==> src/sws_pkg.sv <==
// Shared types and constants for the even/odd sine waveshaper.
`default_nettype none

package sws_pkg;

    localparam int SINE_TABLE_BITS_DEF = 10;

    localparam int SAMPLE_W    = 16;
    localparam int PAD_W       = 16;
    localparam int GAIN_W      = 24;
    localparam int CFG_INDEX_W = 2;
    localparam int CFG_DATA_W  = 24;

    localparam int PHASE_W    = 24;
    localparam int INDEX_CLIP = 12;

    localparam int QUEUE_DEPTH = 8;
    localparam int OUT_DEPTH   = 4;

    localparam logic [PAD_W-1:0]  DEF_INPUT_PAD = 16'd4096;
    localparam logic [GAIN_W-1:0] DEF_EVEN_GAIN = 24'd65536;
    localparam logic [GAIN_W-1:0] DEF_ODD_GAIN  = 24'd65536;

    typedef enum logic [CFG_INDEX_W-1:0] {
        REG_INPUT_PAD = 2'd0,
        REG_EVEN_GAIN = 2'd1,
        REG_ODD_GAIN  = 2'd2
    } sws_reg_t;

    typedef struct packed {
        logic [PHASE_W-1:0] even_phase;
        logic [PHASE_W-1:0] odd_phase;
        logic               neg;
    } sws_item_t;

    typedef struct packed {
        logic      valid;
        sws_item_t item;
    } sws_entry_t;

endpackage

`default_nettype wire

==> src/sws_queue.sv <==
// Decoupling queue between the front end and the sine back end.
`default_nettype none

module sws_queue
    import sws_pkg::*;
(
    input  wire logic       clk,
    input  wire logic       rst_n,
    input  wire sws_entry_t push_entry,
    input  wire logic       pop,
    output sws_entry_t      head
);

    localparam int PW = $clog2(QUEUE_DEPTH);
    localparam int CW = $clog2(QUEUE_DEPTH + 1);

    sws_item_t     mem [QUEUE_DEPTH];
    logic [PW-1:0] wr_ptr_reg;
    logic [PW-1:0] rd_ptr_reg;
    logic [CW-1:0] count_reg;
    logic [CW-1:0] count_next;

    always_comb
    begin
        count_next = count_reg;
        if (push_entry.valid && !pop)
        begin
            count_next = count_reg + CW'(1);
        end
        else if (!push_entry.valid && pop)
        begin
            count_next = count_reg - CW'(1);
        end
    end

    always_ff @(posedge clk or negedge rst_n)
    begin
        if (!rst_n)
        begin
            wr_ptr_reg <= '0;
            rd_ptr_reg <= '0;
            count_reg  <= '0;
        end
        else
        begin
            count_reg <= count_next;
            if (push_entry.valid)
            begin
                wr_ptr_reg <= wr_ptr_reg + PW'(1);
            end
            if (pop)
            begin
                rd_ptr_reg <= rd_ptr_reg + PW'(1);
            end
        end
    end

    always_ff @(posedge clk)
    begin
        if (push_entry.valid)
        begin
            mem[wr_ptr_reg] <= push_entry.item;
        end
    end

    assign head.valid = (count_reg != '0);
    assign head.item  = mem[rd_ptr_reg];

endmodule

`default_nettype wire

==> config.mk <==
export PLATFORM = sky130hd
export DESIGN_NAME = sws_queue
export DESIGN_NICKNAME = d
export VERILOG_FILES = /design/src/sws_pkg.sv /design/src/sws_queue.sv
export SDC_FILE = /design/constraint.sdc
export NUM_CORES = 1
export LEC_CHECK = 0
export BUFFER_PORTS_ARGS = -buffer_cell sky130_fd_sc_hd__buf_2
export CAP_MARGIN = 20
export CORE_MARGIN = 2
export CORE_UTILIZATION = 25
export CTS_BUF_LIST = sky130_fd_sc_hd__clkbuf_4 sky130_fd_sc_hd__clkbuf_8
export CTS_CLUSTER_SIZE = 28
export DETAILED_ROUTE_END_ITERATION = 7
export PLACE_DENSITY = 0.48
export SLEW_MARGIN = 20
export SYNTH_ARGS = -nofsm -noshare
export SYNTH_HDL_FRONTEND = slang
export SYNTH_SLANG_ARGS = --single-unit
==> constraint.sdc <==
create_clock -name clk -period 5.4 [get_ports clk]
set_clock_uncertainty 0.15 [all_clocks]
set_input_delay 1.08 -clock clk [delete_from_list [all_inputs] [get_ports clk]]
set_output_delay 1.08 -clock clk [all_outputs]
set_load 0.02 [all_outputs]
# --- Word-level counts from Yosys, hierarchy flattened ---
# Memories as Yosys holds them, arrays and structs flattened.
# Cells that the tools add are included.
# Widths: inputs -> output; s select.
totals:
  mem_count: 1
  register_bits: 10
  input_bits: 53
  mem_bits_rw: 392
mem_list:
  columns: ["memory", "words", "word_bits", "read_ports", "rd_clocked_by_memory_dff", "write_ports", "line_no", "source"]
  rows:
  - ["mem", 8, 49, 1, 0, 1, "sws_queue.sv:17", "sws_item_t mem [QUEUE_DEPTH];"]
classes:
  reduce_logical: 6
  mux: 4
  add_sub_neg: 4
op_table:
  columns: ["cell", "count"]
  rows:
  - ["$mux 4", 2]
  - ["$add 3x1->3 const B", 2]
  - ["$add 4x1->4 const B", 1]
  - ["$reduce_bool 4->1", 1]
  - ["$sub 4x1->4 const B", 1]
  - ["$logic_and 1x1->1", 2]
  - ["$logic_not 1->1", 2]
  - ["$mux 1", 2]
  - ["$reduce_bool 2->1", 1]

# --- Depth between registers and ports, before layout ---
logic_depth:
  depth_word: 4
  ltp_mapped: 7

# --- Worst setup path after synthesis ---
# No wires, ideal clock.
synth_timing:
  kind: "input to register"
  startpoint: "in push_entry[49] (netlist bit)"
  endpoint: "mem mem[0][0] (netlist bit) (enable)"
  arrival_time_ns: 4.520
  required_time_ns: 4.734
  setup_time_ns: 0.516
  path_stages: 2
  setup_slack_ns: 0.214
  path_cell_list: "nand2b_1 nor3_1"
synth_via:
  elab_chain_cells: 2
synth_rtl:
  columns: ["element", "line_no", "source"]
  rows:
  - ["start: declaration", "sws_queue.sv:9", "input wire sws_entry_t push_entry,"]
  - ["$mux 1", "sws_queue.sv:60", "if (push_entry.valid)"]
  - ["$mux 1 (not written as such)", "sws_queue.sv:62", "mem[wr_ptr_reg] <= push_entry.item;"]
  - ["end: declaration", "sws_queue.sv:17", null]
# Every way passes these cells.

==> impl_metrics.tcl <==
set metrics [dict create \
    outcome "finished, final reports clean" \
    synthCells 626 \
    worstPathMaxFanout 53 \
    synth-simple-area-share_pct 0.769 \
    drt.antenna.violating_nets 0 \
    synth_edf_count 392 \
    synthFlopType "edfxtp_1" \
    use_met1_pct 14.6 \
    max_slew_margin_pct 30.4 \
    start_util_pct 25.3 \
    area_delta_synth_final_pct 19.3 \
    critPathRequiredTime_ns 4.17 \
    drtIter0Drc 299 \
    min_path_type "in -> async" \
    endpoint_kind "primary output" \
    hold_violations 0 \
    power_density_mw_per_mm2 546 \
    synth-compound-area-share_pct 0.270 \
    worst_pin_slew_ns 1.04 \
    post_cts_resized 0 \
    num_rows 90 \
    clockBufferDepth 3 \
    synthXorXnorAreaFrac_pct 0.344 \
    clock_latency_ns 0.61 \
    setup_viol 0 \
    rsz0062_at_grt "no" \
    die_h_um 251 \
    grt_overflow 0 \
    synth_async_sr_flop_share_pct 2.49 \
    cp-start-kind "flip-flop" \
    portBuffers 102 \
    via_count 6926 \
    grt_usage_pct 11.2 \
    use_met2_pct 17.6 \
    grt_max_degree 54 \
    synth_fa_ha_area_share_pct 0.540 \
    fin_hold_ws_ns 0.175 \
    min_period_over_period_pct 77.0 \
    busiest_layer "met2" \
    vias_per_cell 4.26 \
    cts_root_buffer "clkbuf_8" \
    wl_per_cell_um 21.2 \
    die_w_um 251 \
    grt_pass1_vias 7656 \
    layout-drive-gt1-share_pct 45.5 \
    grt_pass1_wl_um 51100 \
    io_pins 103 \
    muxShareOfSynthArea_pct 18.3 \
    place_congestion 0.651 \
    fillers 5883 \
    largest_reg_flops 392 \
    drc 0 \
    ys_warn_count 0 \
    worst_slack_ns 1.24 \
    hold_buffers 0 \
    wl_um 34500 \
    fin_tns_setup_ns 0 \
    cts_tree "done" \
    mappedNetlistArea_mm2 0.0153 \
    use_met3_pct 3.41 \
    finalCriticalPeriod_ns 4.16 \
    core_area_mm2 0.0604 \
    irDropWorstVdd_uv 346 \
    cts_made_buffers 72 \
    dpl.hpwl_um 18100 \
    avgSynthCellArea_um2 24.4 \
    maxCapViolations 0 \
    drv_slew 0 \
    postCtsSetupBuffers 0 \
    fmax_ghz 0.240 \
    synth_cell_types 27 \
    synth_top_family_by_area "multiplexers" \
    post-place-ws_ns 1.77 \
    leakage_nw 5.85 \
    cts_sinks 402 \
    reg2reg_slack_ns 2.95 \
    clk_pin_slew_ns 0.06 \
    critical_path_class "reg -> out" \
    final_nets 849 \
    h-tree-depth 3 \
    antenna_found_initial 8 \
    synth.ff_latch_count 402 \
    synth_seq_area_share_pct 78.6 \
    drtPass1Iterations 4 \
    critPathArrivalTime_ns 2.93 \
    die-area_mm2 0.0631 \
    syn_nets 685 \
]
## Yosys cell counts, types with 2 or more instances
cell type	number	area share [%]
edfxtp_1	392	77
mux4_2	98	14
mux2_2	52	3.8
clkbuf_1	14	0.34
buf_2	11	0.36
dfrtp_1	10	1.6
nand2_1	6	0.15
nor2_1	6	0.15
ha_1	5	0.41
xnor2_1	4	0.23
nand2b_1	3	0.12
nor3_1	3	0.098
a21oi_1	2	0.065
buf_12	2	0.26
inv_1	2	0.049
nand3_1	2	0.065
o211ai_1	2	0.098
or4_1	2	0.098
xor2_1	2	0.11
## metal layers
layer / share of wire (%) / vias to the layer above / routed length [um]
met1: 45 / 3694 / 15500
li1: - / 3009 / -
met2: 48 / 148 / 16400
met5: 0.23 / - / 80
met4: 2.0 / 14 / 687
met3: 5.4 / 61 / 1850
## final timing paths
path / from / end / depth (start not counted)
max: rd_ptr_reg[1] / head[17] / 4
min: rst_n / wr_ptr_reg[2] / 1
max reg2reg: wr_ptr_reg[2] / mem[3][42] / 3
min reg2reg: count_reg[2] / count_reg[2] / 2
max in group asynchronous: rst_n / rd_ptr_reg[2] / 1
min in group clk: count_reg[2] / count_reg[2] / 2
## power breakdown
| part | switching, mW | internal [mW] |
|---|---|---|
| Clock | 1.22 | 1.47 |
| Combinational | 1.55 | 1.39 |
| Sequential | 0.393 | 3.93 |
## cell families (layout without fill, tap and decap cells)
| logic type | after synthesis | after routing |
|---|---|---|
| adders and majority gates | 6 | 6 |
| AOI/OAI and AO/OA | 6 | 6 |
| buffers and inverters | 31 | 249 |
| xor gates and xnor gates | 6 | 6 |
| muxes | 151 | 151 |
| DFF | 402 | 402 |
| other | 0 | 1 |
| and+or+nand+nor | 24 | 24 |
## metrics by stage
| stage | utilization [%] | cells | instance area (um2) | power [mW] |
|---|---|---|---|---|
| 6_report | 30.2 | 1627 | 18200 | 9.95 |
| 5_1_grt | 30.2 | 1626 | 18200 | 10.5 |
| 4_1_cts | 30.2 | 1626 | 18200 | 10.2 |
| 3_5_place_dp | 28.0 | 1498 | 16900 | 7.46 |
| 3_3_place_gp | 28.0 | 1498 | 16900 | 7.44 |
| 2_1_floorplan | - | 626 | 15300 | 6.37 |
## placed cells by master (no fill, tap or decap)
cell,count
edfxtp_1,392
buf_2,102
mux4_2,98
clkbuf_8,77
mux2_2,52
clkinv_1,24
clkbuf_4,23
buf_4,11
dfrtp_1,7
nand2_1,6
nor2_4,6
buf_12,6
ha_1,5
xnor2_1,4
nand2b_1,3
dfrtp_4,3
inv_1,2
nor3_2,2
or4_1,2
xor2_1,2
a21oi_1,2
o211ai_1,2
nand3_1,2
clkinv_2,2
diode_2,1
o21ai_0,1
nand3b_1,1
or3_1,1
mux2i_1,1
a2111o_1,1
nor3_1,1
fa_1,1
inv_6,1
clkinvlp_4,1
## worst max-delay path: stages (launching register included)
cell and delay, ns:
dfrtp_4 1.03, buf_4 0.45, mux4_2 0.36, mux2_2 0.31, buf_2 0.17
## cell type report
type / count / area (um2) / share of cell area, %
flip-flops and latches: 402 / 12000 / 66.0
multi-input cells: 193 / 3150 / 17.3
clock buffers: 100 / 1230 / 6.76
well taps: 782 / 978 / 5.37
repair buffers: 119 / 713 / 3.91
clock inverters: 28 / 116 / 0.638
inverters: 2 / 7.51 / 0.0412
diodes: 1 / 2.50 / 0.0137
No activity file was read; power rests on OpenSTA's default activity.
